[src/sv/mmx_pkg.sv]
// shared types and constants for the memory-to-memory execute unit
package mmx_pkg;
   localparam int MemWordsDefault = 256;
   localparam int WordW = 16;

   localparam logic [1:0] ModeExec  = 2'd0;
   localparam logic [1:0] ModeWrite = 2'd1;
   localparam logic [1:0] ModeRead  = 2'd2;
   localparam logic [1:0] ModeSetPc = 2'd3;

   localparam logic [1:0] StOk    = 2'd0;
   localparam logic [1:0] StDiv0  = 2'd1;
   localparam logic [1:0] StBadOp = 2'd2;
   localparam logic [1:0] StRange = 2'd3;

   localparam logic [3:0] OpAdd   = 4'd0;
   localparam logic [3:0] OpSub   = 4'd1;
   localparam logic [3:0] OpMul   = 4'd2;
   localparam logic [3:0] OpDiv   = 4'd3;
   localparam logic [3:0] OpBne   = 4'd4;
   localparam logic [3:0] OpSlt   = 4'd5;
   localparam logic [3:0] OpAddI  = 4'd6;
   localparam logic [3:0] OpSubI  = 4'd7;
   localparam logic [3:0] OpMulI  = 4'd8;
   localparam logic [3:0] OpDivI  = 4'd9;
   localparam logic [3:0] OpAddII = 4'd10;
   localparam logic [3:0] OpSubII = 4'd11;
   localparam logic [3:0] OpLoad  = 4'd12;
   localparam logic [3:0] OpStore = 4'd13;
   localparam logic [3:0] OpJback = 4'd14;

   // bit-serial unit operations
   typedef enum logic [1:0] {
      SerMul,
      SerDiv
   } ser_op_type;

   typedef struct packed {
      logic       start;
      ser_op_type op;
   } ser_ctl_type;
endpackage

[src/sv/mmx_serial_unit.sv]
// bit-serial shift-add multiplier and restoring divider, one bit per cycle
module mmx_serial_unit
   import mmx_pkg::*;
(
   input  logic              clock,
   input  logic              reset,
   input  ser_ctl_type       ctl,
   input  logic [WordW-1:0]  opa,
   input  logic [WordW-1:0]  opb,
   output logic              done,
   output logic [WordW-1:0]  result
);
   localparam int CntW = $clog2(WordW + 1);

   logic             busy_ff, busy_in;
   logic [CntW-1:0]  cnt_ff, cnt_in;
   ser_op_type       op_ff, op_in;
   logic [WordW-1:0] acc_ff, acc_in;   // product or remainder
   logic [WordW-1:0] sh_ff, sh_in;     // multiplier or dividend/quotient
   logic [WordW-1:0] b_ff, b_in;
   logic             done_ff, done_in;
   logic [WordW:0]   trial;

   always_comb begin
      busy_in = busy_ff;
      cnt_in  = cnt_ff;
      op_in   = op_ff;
      acc_in  = acc_ff;
      sh_in   = sh_ff;
      b_in    = b_ff;
      done_in = 1'b0;
      trial   = '0;
      if (ctl.start) begin
         busy_in = 1'b1;
         cnt_in  = '0;
         op_in   = ctl.op;
         acc_in  = '0;
         sh_in   = opa;
         b_in    = opb;
      end else if (busy_ff) begin
         if (op_ff == SerMul) begin
            // msb first: acc = acc*2 + (bit ? b : 0)
            acc_in = {acc_ff[WordW-2:0], 1'b0} + (sh_ff[WordW-1] ? b_ff : '0);
            sh_in  = {sh_ff[WordW-2:0], 1'b0};
         end else begin
            trial = {acc_ff, sh_ff[WordW-1]} - {1'b0, b_ff};
            if (!trial[WordW]) begin
               acc_in = trial[WordW-1:0];
               sh_in  = {sh_ff[WordW-2:0], 1'b1};
            end else begin
               acc_in = {acc_ff[WordW-2:0], sh_ff[WordW-1]};
               sh_in  = {sh_ff[WordW-2:0], 1'b0};
            end
         end
         cnt_in = cnt_ff + 1'b1;
         if (cnt_ff == CntW'(WordW - 1)) begin
            busy_in = 1'b0;
            done_in = 1'b1;
         end
      end
   end

   always_ff @(posedge clock) begin
      if (reset) begin
         busy_ff <= 1'b0;
         done_ff <= 1'b0;
         cnt_ff  <= '0;
         op_ff   <= SerMul;
      end else begin
         busy_ff <= busy_in;
         done_ff <= done_in;
         cnt_ff  <= cnt_in;
         op_ff   <= op_in;
      end
      acc_ff <= acc_in;
      sh_ff  <= sh_in;
      b_ff   <= b_in;
   end

   assign done   = done_ff;
   assign result = (op_ff == SerMul) ? acc_ff : sh_ff;
endmodule

[config.mk]
export PLATFORM = sky130hd
export DESIGN_NAME = mmx_serial_unit
export DESIGN_NICKNAME = d
export VERILOG_FILES = /design/src/sv/mmx_pkg.sv /design/src/sv/mmx_serial_unit.sv
export SDC_FILE = /design/constraint.sdc
export NUM_CORES = 1
export LEC_CHECK = 0
export BUFFER_PORTS_ARGS = -buffer_cell sky130_fd_sc_hd__clkbuf_2
export CAP_MARGIN = 20
export CORE_ASPECT_RATIO = 0.5
export CORE_MARGIN = 2
export CORE_UTILIZATION = 60
export CTS_CLUSTER_DIAMETER = 150
export DETAILED_ROUTE_END_ITERATION = 16
export GPL_TIMING_DRIVEN = 1
export PLACE_DENSITY = 0.82
export SLEW_MARGIN = 5
export SYNTH_ARGS = -nofsm -noshare
export SYNTH_HDL_FRONTEND = slang
export SYNTH_SLANG_ARGS = --single-unit
[constraint.sdc]
create_clock -name clock -period 4.92 [get_ports clock]
set_clock_uncertainty 0.1 [all_clocks]
set_input_delay 0.984 -clock clock [delete_from_list [all_inputs] [get_ports clock]]
set_output_delay 0.984 -clock clock [all_outputs]
set_load 0.1 [all_outputs]
==> impl_table.tex <==
\begin{tabular}{lr}
\hline
Metric & Value \\
\hline
\multicolumn{2}{l}{\textbf{Status}} \\
\quad Status & completed \\
\multicolumn{2}{l}{\textbf{Clock tree}} \\
\quad Clock network latency to the later pin of the worst-skew pair & roughly 0.33 ns \\
\quad Cts hold-fix bufs & 0 \\
\quad Reg clk slew, reported paths & approximately 0.050 ns \\
\quad Inserted Clock Buffers & 9 \\
\quad CTS Sinks & 57 \\
\quad H-tree depth & 3 \\
\quad TritonCTS clock tree & built \\
\quad Setup repair bufs after CTS & 0 \\
\quad Library cell used as clock root buffer & clkbuf\_16 \\
\quad Post-CTS resize count & 0 \\
\quad Buffers from clock root to sink, at most & 2 \\
\multicolumn{2}{l}{\textbf{Worst setup path}} \\
\quad RR Endpoint & acc\_ff[1] \\
\quad Arrival time reported for the critical path endpoint & about 3.8 ns \\
\quad WP data required & around 5 ns \\
\quad Worst r2r path cells & 11 \\
\quad Crit-path max FO & 15 \\
\quad Buffer and inverter count on the worst path & 1 \\
\quad Cell-by-cell trace of the critical path & inv\_1 -> ha\_1 -> fa\_1 -> nor2b\_4 -> o31a\_1 -> o41a\_1 -> a21oi\_4 -> o32a\_2 -> nand2\_2 -> or3\_1 -> a41oi\_2 \\
\quad Crit Path Category & register to register \\
\quad Kind of cell adding the most delay to the critical path & compound AO/OA/AOI/OAI gates \\
\quad R2R Path Start & sh\_ff[15] \\
\quad Launching element type of the critical path & register \\
\quad Endpoint kind of the worst setup timing path & register \\
\quad Worst path slowest cell & inv\_1 \\
\quad Minimum setup slack among reg-to-reg paths & $\sim$1.3 ns \\
\quad Largest incremental delay on the critical path & between 0.4 and 0.5 ns \\
\multicolumn{2}{l}{\textbf{Global routing}} \\
\quad Initial antenna violation count & 0 \\
\quad Number of global-route vias before repair & between 3000 and 4000 \\
\quad Wire length of the first global-routing pass & around 17000 um \\
\quad Final global-route overflow total & 0 \\
\quad Pin count of the biggest net entering global routing & 35 \\
\quad Overall global routing resource usage & roughly 29\% \\
\multicolumn{2}{l}{\textbf{Drt}} \\
\quad Routed vias & roughly 3700 \\
\quad Number of optimization iterations in the first detailed-route pass & 5 \\
\quad Number of violations reported at the end of detailed-routing iteration 0 & about 400 \\
\quad Total detailed-routing wirelength & 10570 um \\
\quad Detailed-route wire length per cell & roughly 17 um \\
\quad Residual antenna-violating net count after detailed routing & 0 \\
\quad Final routed DRC violation total & 0 \\
\quad Ratio of routed vias to standard cells & $\sim$6.0 \\
\multicolumn{2}{l}{\textbf{Synth}} \\
\quad Xor/xnor share of the synthesized area & 4.623\% \\
\quad Synthesized instance count & approximately 480 \\
\quad Compound-cell area share of the yosys netlist & around a fifth \\
\quad Number of storage elements in the synthesis netlist & 57 \\
\quad Distinct cell type count after synthesis & just under 60 \\
\quad Cell type with the largest total area after synthesis & edfxtp\_1 \\
\quad Most frequently used flop master after synthesis & edfxtp\_1 \\
\quad Sequential fraction of the synthesis area & 35.06\% \\
\quad Largest cells by area after synthesis & edfxtp\_1 (23\%), dfxtp\_1 (12\%), ha\_1 (9.9\%) \\
\quad Adder-Cell Fraction of Synth Area & around 11\% \\
\quad Number of enable flip-flop cells after synthesis & 32 \\
\quad Synth async-reset ratio & 0\% \\
\quad Post-synthesis net count & about 550 \\
\quad Area share of the largest cell type after synthesis & a little under a quarter \\
\quad Largest family of logic cells by synthesized area & compound AO/OA/AOI/OAI gates \\
\quad Combined area of all synthesized cells & between 0.004 and 0.005 sq mm \\
\quad Simple-gate share of the synthesized area & a little under a fifth \\
\quad Per-instance average area after synthesis & between 8 and 9 sq um \\
\quad Share of cell area taken by muxes after synthesis & 6.214\% \\
\quad Ys Warns & 0 \\
\multicolumn{2}{l}{\textbf{Worst hold path}} \\
\quad Worst Hold End & cnt\_ff[4] \\
\quad Worst Min Path Start & cnt\_ff[4] \\
\quad Cell depth of the worst hold path & 2 \\
\quad Type of the tightest min-delay check & register to register \\
\multicolumn{2}{l}{\textbf{Floorplanning}} \\
\quad Overall die height & around 63 um \\
\quad Site Rows & 21 \\
\quad Initial Utilization & 62.20\% \\
\quad DIE AREA & 0.007670 sq mm \\
\quad Overall die width & approximately 120 um \\
\quad Core Footprint & roughly 0.0067 sq mm \\
\quad Number of top-level pins & 54 \\
\multicolumn{2}{l}{\textbf{Timing}} \\
\quad Minimum period implied by the final worst setup slack & between 3 and 4 ns \\
\quad Peak clock frequency supported by timing & about 270 MHz \\
\quad Final Hold Viols & 0 \\
\quad Slew at the pin closest to its max-slew limit & approximately 0.76 ns \\
\quad Fraction of the cycle the final worst path needs & $\sim$74\% \\
\quad Count of final setup violators & 0 \\
\quad Sum Neg Setup Slack & 0 ns \\
\quad Worst rel slew slack & between 40\% and 50\% \\
\quad Total count of max-transition violations in the final report & 0 \\
\quad RSZ-0062 raised after global routing & no \\
\multicolumn{2}{l}{\textbf{Cells and area}} \\
\quad Non-filler cells, final & approximately 620 \\
\quad Final antenna diode count & 0 \\
\quad Layout Cell Area excl Fill & $\sim$0.0049 sq mm \\
\quad Syn-to-layout area delta & 16.42\% \\
\quad Leading cell types in the layout, fill and taps excluded & nand2\_1 (70), clkbuf\_2 (53), nor2\_1 (49), ha\_1 (33), edfxtp\_1 (32) \\
\quad Nets & 599 \\
\quad Layout cell share with drive strength beyond 1 & 19.55\% \\
\quad Leading cell type in the layout, fill and taps excluded & nand2\_1 \\
\multicolumn{2}{l}{\textbf{Placement}} \\
\quad Placed cell count & 607 \\
\quad Detailed placement HPWL & between 7000 and 8000 um \\
\quad I/O Buffers & 53 \\
\quad Cell area after placement & approximately 0.0045 sq mm \\
\quad Routability cong. & 0.9340 \\
\multicolumn{2}{l}{\textbf{Power}} \\
\quad Leakage dissipation & approximately 0.0021 uW \\
\quad Peak supply drop & 282.9 uV \\
\quad Power Dens Cells & between 300 and 400 mW/mm\^{}2 \\
\multicolumn{2}{l}{\textbf{Run}} \\
\quad Count of max-cap constraint violations & 0 \\
\hline
\end{tabular}
==> worst register-to-register path: stages (launching register included) <==
cell and delay [ns]:
edfxtp_1 0.45, inv_1 0.47, ha_1 0.29, fa_1 0.27
nor2b_4 0.06, o31a_1 0.27, o41a_1 0.39, a21oi_4 0.26
o32a_2 0.23, nand2_2 0.19, or3_1 0.43, a41oi_2 0.18
==> worst max-delay path by stage <==
stage                     startpoint   endpoint  cells after the start
after CTS                  sh_ff[15]  acc_ff[1]                     11
after global routing       sh_ff[15]  acc_ff[1]                     11
after floorplan             op_ff[1]  result[0]                      4
after global placement     sh_ff[15]  acc_ff[1]                     11
final                      sh_ff[15]  acc_ff[1]                     11
after detailed placement   sh_ff[15]  acc_ff[1]                     11
==> layout make-up <==
| cell class | count | area [sq um] |
|---|---|---|
| clock buffer | 11 | 242.7 |
| timing repair buffer | 57 | 302.8 |
| sequential | 57 | 1461 |
| fill | 532 | 1848 |
| tap | 92 | 115.1 |
| inverter | 26 | 97.59 |
| multi-input combinational | 376 | 2530 |
| clock inverter | 5 | 102.6 |
==> cells in the mapped netlist (5+ instances only) <==
cell,number
o31ai_1,8
a31oi_1,5
nor2b_1,5
nor3_1,18
nor2_1,50
ha_1,33
mux2i_1,9
xnor2_1,13
edfxtp_1,32
a21oi_1,17
a211oi_1,8
clkbuf_1,13
o21ai_0,31
mux2_2,15
or2_2,6
a21o_1,8
o21a_1,10
nand2_1,70
dfxtp_1,25
o211ai_1,5
inv_1,26
xor2_1,9
==> layer usage <==
layer / track usage [%] / wire length, um
met1: 36.90 / 4585
met2: 46.16 / 4787
met3: 8.303 / 892
met4: 12.64 / 305
met5: 0 / 0
==> state kept, by name, summed over array words and instances, names as in the netlist <==
| register | count |
|---|---|
| cnt_ff | 5 |
| sh_ff | 16 |
| done | 1 |
| acc_ff | 16 |
| op_ff | 2 |
| b_ff | 16 |
| busy_ff | 1 |
==> cells by family after synthesis <==
| kind of cell | Yosys count |
|---|---|
| AO/OA/AOI/OAI | 123 |
| XOR/XNOR | 22 |
| adder cells (fa/ha/maj) | 35 |
| buffers and inverters | 46 |
| flip-flops | 57 |
| multiplexers | 24 |
| AND/OR/NAND/NOR | 172 |
==> through the flow <==
stage                     util, %  setup WS [ns]  hold WS, ns  total power, uW
final                       72.42          1.257       0.3971             1894
after global placement      67.04          1.430       0.3687             1147
after global routing        72.42          1.109       0.4330             1968
after floorplan                 -         0.7955       0.3563             1042
after detailed placement    67.04          1.288       0.3916             1158
after CTS                   72.19          1.259       0.3988             1885
==> power breakdown <==
part | leakage, uW | internal (uW) | total (uW) | switching (uW)
Combinational | 0.00142 | 190 | 581 | 392
Clock | 0.000166 | 507 | 728 | 221
Sequential | 0.000523 | 549 | 585 | 35.7
Power figures use the tool's default switching activity.
